`config.mk`:
```
export PLATFORM = sky130hd
export DESIGN_NAME = lcg_ranged_random_unit
export DESIGN_NICKNAME = d
export VERILOG_FILES = /design/src/hdl/lrr_pkg.sv /design/src/hdl/lrr_front.sv /design/src/hdl/lrr_fifo.sv /design/src/hdl/lrr_back.sv /design/src/hdl/lcg_ranged_random_unit.sv
export SDC_FILE = /design/constraint.sdc
export NUM_CORES = 1
export LEC_CHECK = 0
export ABC_AREA = 1
export BUFFER_PORTS_ARGS = -buffer_cell sky130_fd_sc_hd__buf_4
export CORE_MARGIN = 2
export CORE_UTILIZATION = 55
export CTS_CLUSTER_SIZE = 10
export DETAILED_ROUTE_END_ITERATION = 10
export PLACE_DENSITY = 0.74
export SETUP_SLACK_MARGIN = 0.4
export SYNTH_ARGS = -nofsm -noshare
export SYNTH_HDL_FRONTEND = slang
export SYNTH_SLANG_ARGS = --single-unit
```
`constraint.sdc`:
```
create_clock -name i_clk -period 6.9 [get_ports i_clk]
set_input_delay 0.69 -clock i_clk [delete_from_list [all_inputs] [get_ports i_clk]]
set_output_delay 0.69 -clock i_clk [all_outputs]
set_load 0.005 [all_outputs]
```
`src/hdl/lrr_pkg.sv`:
```
// Shared types, constants and codes for the ranged random number unit.
// No dependencies; every other file of the unit but the checker imports this package.
package lrr_pkg;

    // Generator recurrence: state = state * LCG_MUL + LCG_ADD (mod 2^32).
    localparam int unsigned VAL_W     = 32;
    localparam logic [VAL_W-1:0] LCG_MUL = 32'd1664525;
    localparam logic [VAL_W-1:0] LCG_ADD = 32'd1013904223;
    localparam logic [VAL_W-1:0] SEED_RESET = 32'd0;

    // The integer draw is the upper half of the state, the fraction its top 24 bits.
    localparam int unsigned DRAW_W    = 16;
    localparam int unsigned FRAC_W    = 24;
    localparam int unsigned FRAC_LSB  = VAL_W - FRAC_W;
    localparam int unsigned DIV_CNT_W = $clog2(DRAW_W);

    // Request queue between the front and back ends.
    localparam int unsigned Q_DEPTH   = 2;
    localparam int unsigned Q_PTR_W   = $clog2(Q_DEPTH);
    localparam int unsigned Q_CNT_W   = $clog2(Q_DEPTH + 1);

    // Register file: one 32-bit register at byte address 0.
    localparam int unsigned ADDR_W    = 3;
    localparam int unsigned REG_SEL_BIT = 2;
    localparam logic REG_IDX_SEED = 1'b0;

    // Request type codes.
    localparam logic REQ_INT  = 1'b0;
    localparam logic REQ_FRAC = 1'b1;

    // A classified request: ordered low bound and the span high - low + 1,
    // where a span of zero stands for the full 2^32 range.
    typedef struct packed {
        logic             req_type;
        logic [VAL_W-1:0] lo;
        logic [VAL_W-1:0] span;
    } t_req_entry;

    typedef struct packed {
        logic full;
        logic empty;
    } t_q_status;

endpackage

```
`src/hdl/lrr_front.sv`:
```
// Front end: accepts requests, orders the bounds and works out the span.
// Depends on lrr_pkg.
module lrr_front (
    input  logic                      i_valid,
    input  logic                      i_req_type,
    input  logic signed [31:0]        i_range_low,
    input  logic signed [31:0]        i_range_high,
    input  lrr_pkg::t_q_status        i_q_status,
    output logic                      o_stall,
    output logic                      o_push,
    output lrr_pkg::t_req_entry       o_entry
);
    import lrr_pkg::*;

    logic             swap;
    logic [VAL_W-1:0] lo_ord;
    logic [VAL_W-1:0] hi_ord;

    assign swap   = (i_range_high < i_range_low);
    assign lo_ord = swap ? VAL_W'(i_range_high) : VAL_W'(i_range_low);
    assign hi_ord = swap ? VAL_W'(i_range_low)  : VAL_W'(i_range_high);

    assign o_stall = i_q_status.full;
    assign o_push  = i_valid && !i_q_status.full;

    always_comb begin
        o_entry.req_type = i_req_type;
        o_entry.lo       = lo_ord;
        // Wraps to zero over the full signed range, which the back end reads as 2^32.
        o_entry.span     = hi_ord - lo_ord + VAL_W'(1);
    end

endmodule

```
`src/hdl/lrr_fifo.sv`:
```
// Short request queue that decouples the front end from the back end.
// Depends on lrr_pkg.
module lrr_fifo (
    input  logic                  i_clk,
    input  logic                  i_rst_n,
    input  logic                  i_push,
    input  lrr_pkg::t_req_entry   i_entry,
    input  logic                  i_pop,
    output lrr_pkg::t_req_entry   o_entry,
    output lrr_pkg::t_q_status    o_status
);
    import lrr_pkg::*;

    t_req_entry          r_mem [Q_DEPTH];
    logic [Q_PTR_W-1:0]  r_wr_ptr;
    logic [Q_PTR_W-1:0]  r_rd_ptr;
    logic [Q_CNT_W-1:0]  r_count;
    logic                do_push;
    logic                do_pop;

    assign o_status.full  = (r_count == Q_CNT_W'(Q_DEPTH));
    assign o_status.empty = (r_count == '0);
    assign do_push = i_push && !o_status.full;
    assign do_pop  = i_pop && !o_status.empty;
    assign o_entry = r_mem[r_rd_ptr];

    always_ff @(posedge i_clk) begin
        if (do_push) begin
            r_mem[r_wr_ptr] <= i_entry;
        end
    end

    always_ff @(posedge i_clk) begin
        if (!i_rst_n) begin
            r_wr_ptr <= '0;
            r_rd_ptr <= '0;
            r_count  <= '0;
        end else begin
            if (do_push) begin
                r_wr_ptr <= (r_wr_ptr == Q_PTR_W'(Q_DEPTH - 1)) ? '0 : r_wr_ptr + 1'b1;
            end
            if (do_pop) begin
                r_rd_ptr <= (r_rd_ptr == Q_PTR_W'(Q_DEPTH - 1)) ? '0 : r_rd_ptr + 1'b1;
            end
            if (do_push && !do_pop) begin
                r_count <= r_count + 1'b1;
            end else if (do_pop && !do_push) begin
                r_count <= r_count - 1'b1;
            end
        end
    end

endmodule

```
`src/hdl/lrr_back.sv`:
```
// Back end: holds the generator state, advances it per request, reduces an integer
// request's draw modulo the span one bit per cycle and registers the result. Depends on lrr_pkg.
module lrr_back (
    input  logic                        i_clk,
    input  logic                        i_rst_n,
    input  logic                        i_seed_wr,
    input  logic [31:0]                 i_seed,
    input  lrr_pkg::t_req_entry         i_entry,
    input  lrr_pkg::t_q_status          i_q_status,
    output logic                        o_pop,
    input  logic                        i_stall,
    output logic                        o_valid,
    output logic signed [31:0]          o_int_value,
    output logic [23:0]                 o_fraction
);
    import lrr_pkg::*;

    typedef enum logic [1:0] {
        ST_IDLE,
        ST_DIV,
        ST_DONE
    } t_state;

    t_state                r_state,  n_state;
    logic [VAL_W-1:0]      r_lcg,    n_lcg;
    logic                  r_req,    n_req;
    logic [VAL_W-1:0]      r_lo,     n_lo;
    logic [VAL_W-1:0]      r_span,   n_span;
    logic [DRAW_W-1:0]     r_draw,   n_draw;
    logic [DRAW_W-1:0]     r_rem,    n_rem;
    logic [DIV_CNT_W-1:0]  r_cnt,    n_cnt;
    logic [FRAC_W-1:0]     r_frac,   n_frac;
    logic                  r_out_valid, n_out_valid;
    logic [VAL_W-1:0]      r_int,    n_int;
    logic [FRAC_W-1:0]     r_out_frac, n_out_frac;

    logic [VAL_W-1:0]      lcg_next;
    logic [DRAW_W:0]       trial;
    logic                  take;
    logic                  out_free;

    assign lcg_next = r_lcg * LCG_MUL + LCG_ADD;
    assign trial    = {r_rem, r_draw[DRAW_W-1]};
    assign take     = (r_span != '0) && ({{(VAL_W-DRAW_W-1){1'b0}}, trial} >= r_span);
    assign out_free = !r_out_valid || !i_stall;
    assign o_pop    = (r_state == ST_IDLE) && !i_q_status.empty;

    always_comb begin
        n_state     = r_state;
        n_lcg       = r_lcg;
        n_req       = r_req;
        n_lo        = r_lo;
        n_span      = r_span;
        n_draw      = r_draw;
        n_rem       = r_rem;
        n_cnt       = r_cnt;
        n_frac      = r_frac;
        n_out_valid = r_out_valid && i_stall;
        n_int       = r_int;
        n_out_frac  = r_out_frac;
        unique case (r_state)
            ST_IDLE: begin
                if (!i_q_status.empty) begin
                    n_lcg   = lcg_next;
                    n_req   = i_entry.req_type;
                    n_lo    = i_entry.lo;
                    n_span  = i_entry.span;
                    n_draw  = lcg_next[VAL_W-1 -: DRAW_W];
                    n_frac  = lcg_next[VAL_W-1 -: FRAC_W];
                    n_rem   = '0;
                    n_cnt   = '0;
                    n_state = (i_entry.req_type == REQ_FRAC) ? ST_DONE : ST_DIV;
                end
            end
            ST_DIV: begin
                n_rem  = take ? DRAW_W'(trial - r_span[DRAW_W:0]) : trial[DRAW_W-1:0];
                n_draw = {r_draw[DRAW_W-2:0], 1'b0};
                n_cnt  = r_cnt + 1'b1;
                if (r_cnt == DIV_CNT_W'(DRAW_W - 1)) begin
                    n_state = ST_DONE;
                end
            end
            ST_DONE: begin
                if (out_free) begin
                    n_out_valid = 1'b1;
                    if (r_req == REQ_FRAC) begin
                        n_int      = '0;
                        n_out_frac = r_frac;
                    end else begin
                        n_int      = r_lo + {{(VAL_W-DRAW_W){1'b0}}, r_rem};
                        n_out_frac = '0;
                    end
                    n_state = ST_IDLE;
                end
            end
            default: begin
                n_state = ST_IDLE;
            end
        endcase
        if (i_seed_wr) begin
            n_lcg = i_seed;
        end
    end

    always_ff @(posedge i_clk) begin
        if (!i_rst_n) begin
            r_state     <= ST_IDLE;
            r_out_valid <= 1'b0;
            r_lcg       <= SEED_RESET;
        end else begin
            r_state     <= n_state;
            r_out_valid <= n_out_valid;
            r_lcg       <= n_lcg;
            r_req       <= n_req;
            r_lo        <= n_lo;
            r_span      <= n_span;
            r_draw      <= n_draw;
            r_rem       <= n_rem;
            r_cnt       <= n_cnt;
            r_frac      <= n_frac;
            r_int       <= n_int;
            r_out_frac  <= n_out_frac;
        end
    end

    assign o_valid     = r_out_valid;
    assign o_int_value = $signed(r_int);
    assign o_fraction  = r_out_frac;

endmodule

```
`src/hdl/lcg_ranged_random_unit.sv`:
```
// Ranged random number unit: an integer request goes through the queue, the step in the back end
// that takes the request, the 16-step modulo loop, and the step that registers the result; the
// back end takes no new request until it has registered the last result.
// Fraction requests skip the modulo loop.
// Up to two requests queue ahead of the back end, so requests are still taken while it works.
// Synchronous active-low reset empties the queue, drops any result and clears seed and state to 0.
module lcg_ranged_random_unit (
    input  logic                        i_clk,
    input  logic                        i_rst_n,
    // Request channel.
    input  logic                        i_valid,
    output logic                        o_stall,
    input  logic                        i_req_type,
    input  logic signed [31:0]          i_range_low,
    input  logic signed [31:0]          i_range_high,
    // Result channel.
    output logic                        o_valid,
    input  logic                        i_stall,
    output logic signed [31:0]          o_int_value,
    output logic [23:0]                 o_fraction,
    // Register port.
    input  logic                        psel,
    input  logic                        penable,
    input  logic                        pwrite,
    input  logic [lrr_pkg::ADDR_W-1:0]  paddr,
    input  logic [31:0]                 pwdata,
    output logic [31:0]                 prdata,
    output logic                        pready
);
    import lrr_pkg::*;

    // The front end orders the two bounds and forms the span in the cycle a
    // request is accepted, and writes the classified request into the queue.
    // The queue lets new requests arrive while the back end is busy or while
    // a finished result is still waiting to be taken.
    // The back end owns the generator state. It takes one request at a time,
    // advances the state, and for an integer request runs a restoring modulo
    // over the 16-bit draw, one bit per cycle, before the final addition of
    // the low bound. A span of zero means the full 32-bit range; no
    // subtraction ever happens then, so the draw is used unchanged.

    logic [VAL_W-1:0] r_seed;
    logic             seed_wr;
    logic             push;
    logic             pop;
    t_req_entry       front_entry;
    t_req_entry       q_entry;
    t_q_status        q_status;

    // The register is written in the access phase of a write. Writing the seed
    // also reloads the generator state in the back end.
    assign pready  = 1'b1;
    assign seed_wr = psel && penable && pwrite && pready && (paddr[REG_SEL_BIT] == REG_IDX_SEED);
    assign prdata  = (paddr[REG_SEL_BIT] == REG_IDX_SEED) ? r_seed : '0;

    always_ff @(posedge i_clk) begin
        if (!i_rst_n) begin
            r_seed <= SEED_RESET;
        end else if (seed_wr) begin
            r_seed <= pwdata;
        end
    end

    lrr_front u_front (
        .i_valid      (i_valid),
        .i_req_type   (i_req_type),
        .i_range_low  (i_range_low),
        .i_range_high (i_range_high),
        .i_q_status   (q_status),
        .o_stall      (o_stall),
        .o_push       (push),
        .o_entry      (front_entry)
    );

    lrr_fifo u_fifo (
        .i_clk    (i_clk),
        .i_rst_n  (i_rst_n),
        .i_push   (push),
        .i_entry  (front_entry),
        .i_pop    (pop),
        .o_entry  (q_entry),
        .o_status (q_status)
    );

    lrr_back u_back (
        .i_clk       (i_clk),
        .i_rst_n     (i_rst_n),
        .i_seed_wr   (seed_wr),
        .i_seed      (pwdata),
        .i_entry     (q_entry),
        .i_q_status  (q_status),
        .o_pop       (pop),
        .i_stall     (i_stall),
        .o_valid     (o_valid),
        .o_int_value (o_int_value),
        .o_fraction  (o_fraction)
    );

endmodule

```
==> flow_metrics.tcl <==
set metrics [dict create \
    status "finished clean" \
    rsz0062_at_grt "true" \
    cts.sinks 383 \
    reg2reg_depth 23 \
    cp.required_ns 7.20 \
    hpwlAfterDp_um 57800 \
    antenna_cells 0 \
    yosys-top-cells-count "inv_1, nand2_1, edfxtp_1" \
    holdBufCountCts 0 \
    grt_max_degree 71 \
    ys.flop_type "edfxtp_1" \
    start_util_pct 55.5 \
    drive_above_1_share_pct 13.0 \
    yosysWarnings 0 \
    syn-cell-area_sq_um 27100 \
    fin_tns_setup_ns 0 \
    cp-start-kind "register" \
    antenna_found_initial 0 \
    wl_per_cell_um 18.5 \
    seq_area_frac_synth_pct 39.8 \
    postLayoutCoreUtil_pct 62.7 \
    place_inst 3779 \
    cts-root-buf "clkbuf_16" \
    fin_crit_sh_pct 91.3 \
    drt-met1-wl_um 28700 \
    avgSynthCellArea_sq_um 9.18 \
    path_max_fanout 5 \
    reg2reg_from "u_back.r_lcg[10]$_SDFFE_PN0P_" \
    synthArstFlopShare_pct 0 \
    synth-seq-cells 383 \
    worstPathArrival_ns 6.61 \
    cts.path.max_buffers 3 \
    hold_depth 1 \
    layout_min_cycle_time_ns 6.30 \
    wl_met2_um 35400 \
    endpoint_kind "register" \
    syn-num-nets 3458 \
    pin_count 198 \
    timing.rr.end "u_back.r_draw[15]$_DFFE_PP_" \
    holdCritPathClass "in2reg" \
    syn_inst 2955 \
    vias_per_cell 5.36 \
    hold_end "u_fifo.r_mem[0][64]$_DFFE_PP_" \
    synth_top_area_share_pct 34.4 \
    drtIter0Drc 1311 \
    drt_wl_total_um 71300 \
    area_growth_pct 13.0 \
    yosysMostFrequentCell "inv_1" \
    grt_use_total_pct 28.6 \
    ant_nets 0 \
    gp_congestion 1.01 \
    cts_htree_levels 2 \
    finalSetupViolations 0 \
    cts_buffers 45 \
    skew_ns 0.0341 \
    grt_pass1_wl_um 112000 \
    cts_tree "built" \
    gr-total-overflow 0 \
    r2r_slack_ns 0.60 \
    top_layer_used "met4" \
    yosysTopAreaCell "edfxtp_1" \
    synth-edff-count 311 \
    synth.distinct_cells 59 \
    finalHoldViolations 0 \
    dr.pass1.iters 5 \
    first_global_vias 21200 \
    die_h_um 226 \
    synth_area_leaders "edfxtp_1, ha_1, fa_1, inv_1, nand2_1" \
    nets 3666 \
    maxSlewHeadroom_pct 17.3 \
    rows 81 \
    clock_latency_ns 0.58 \
    layout.cells.non_filler 3847 \
    num_vias 20600 \
    met3_length_um 3720 \
    tightest_slew_ns 1.24 \
    path_clk_slew_ns 0.06 \
    numPortBuffers 194 \
    min-delay-start "i_req_type" \
    max_cap_violations 0 \
    die_x_um 226 \
    drc 0 \
    coreArea_sq_um 48800 \
    fmax_mhz 159 \
    worstSetupPathType "reg2reg" \
    dieArea_sq_um 51100 \
    final_max_slew_viol_count 0 \
]
layer usage:
metal / track usage (%) / vias to the layer above
met2: 50.7 / 686
met5: 0 / -
met4: 13.3 / 0
li1: - / 10000
met3: 4.03 / 178
met1: 34.4 / 9761
timing repair:
action,4_1_cts,5_1_grt
setup endpoints to repair,6,24
pin swaps,0,1
setup buffers,0,1
resized for setup,3,19
layout by cell type (no fill, tap or decap), drive strengths merged, types with 11 or more instances in the layout:
cell type  synthesis  routed
edfxtp           311     311
dfxtp             72      72
fa               142     142
nor2             221     221
nand2            542     542
xnor2             20      20
mux2              65      65
clkbuf            27      61
nand3b            11      11
nor3              20      20
nor4              15      15
nand3             86      86
o21ai            141     141
nand4             24      24
inv              606     609
buf               25     213
ha               254     254
a31oi             17      17
a21oi            235     235
xor2              52      52
o21a              14      14
a21o              11      11
stage by stage:
stage	cell area, sq um	hold WS (ns)	worst slack (ns)
floorplan	27100	0.426	1.16
global placement	29300	0.431	0.337
detailed placement	29300	0.443	0.229
CTS	30600	0.294	0.409
global route	30600	0.303	0.360
finish	30600	0.323	0.597
sequential cells by signal, summed over array words and instances, names as in the netlist, named ones only:
signal              cells
u_back.r_span          32
u_back.o_valid          1
u_fifo.r_count          2
u_back.r_cnt            4
u_back.r_frac          24
u_back.r_state          2
u_back.o_int_value     32
u_fifo.r_wr_ptr         1
u_back.r_req            1
u_fifo.r_mem          130
u_back.o_fraction      24
u_back.r_lo            32
u_back.r_draw          16
r_seed                 32
u_fifo.r_rd_ptr         1
u_back.r_rem           16
u_back.r_lcg           32
final cells by class:
class                           instances  area [sq um]
Timing Repair Buffer                  213          1600
Clock inverter                          6          51.3
Multi-Input combinational cell       1913         13900
Fill cell                            4070         18200
Inverter                              607          2280
Tap cell                              664           831
Sequential cell                       383         10800
Clock buffer                           61          1200
critical path, cell delays in order, from the launching register on:
cell and delay [ns]:
dfxtp_2 0.41, inv_1 0.14, ha_1 0.36, inv_1 0.16
fa_1 0.48, fa_1 0.51, inv_1 0.06, fa_1 0.50
fa_1 0.55, inv_1 0.06, fa_1 0.55, inv_1 0.06
fa_1 0.58, inv_1 0.06, ha_1 0.34, a21oi_1 0.20
o21ai_0 0.15, a21oi_1 0.12, o21ai_0 0.09, nor2_1 0.21
nand3_1 0.12, and2_1 0.19, nand2_1 0.07, nand2_1 0.08
logic make-up after synthesis:
kind of cell | share of synthesized area (%)
other | 0.0138
buffers and inverters | 9.40
and+or+nand+nor | 14.7
adders and majority gates | 22.2
muxes | 2.70
AOI/OAI and AO/OA | 8.90
DFF | 39.8
xor gates and xnor gates | 2.38
worst max-delay path by stage:
| stage | end | slack [ns] | depth (start not counted) | start |
|---|---|---|---|---|
| global placement | u_back.r_draw[15]$_DFFE_PP_ | 0.34 | 23 | u_back.r_lcg[1]$_SDFFE_PN0P_ |
| detailed placement | u_back.r_draw[15]$_DFFE_PP_ | 0.23 | 23 | u_back.r_lcg[1]$_SDFFE_PN0P_ |
| global route | u_back.r_draw[15]$_DFFE_PP_ | 0.36 | 23 | u_back.r_lcg[8]$_SDFFE_PN0P_ |
| floorplan | u_back.r_draw[11]$_DFFE_PP_ | 1.16 | 22 | u_back.r_lcg[1]$_SDFFE_PN0P_ |
| CTS | u_back.r_draw[15]$_DFFE_PP_ | 0.41 | 23 | u_back.r_lcg[8]$_SDFFE_PN0P_ |
| finish | u_back.r_draw[15]$_DFFE_PP_ | 0.60 | 23 | u_back.r_lcg[10]$_SDFFE_PN0P_ |
Power is left out: the tool's default activity adds up to more than one toggle a clock period on the data nets, which glitch-free logic cannot reach.
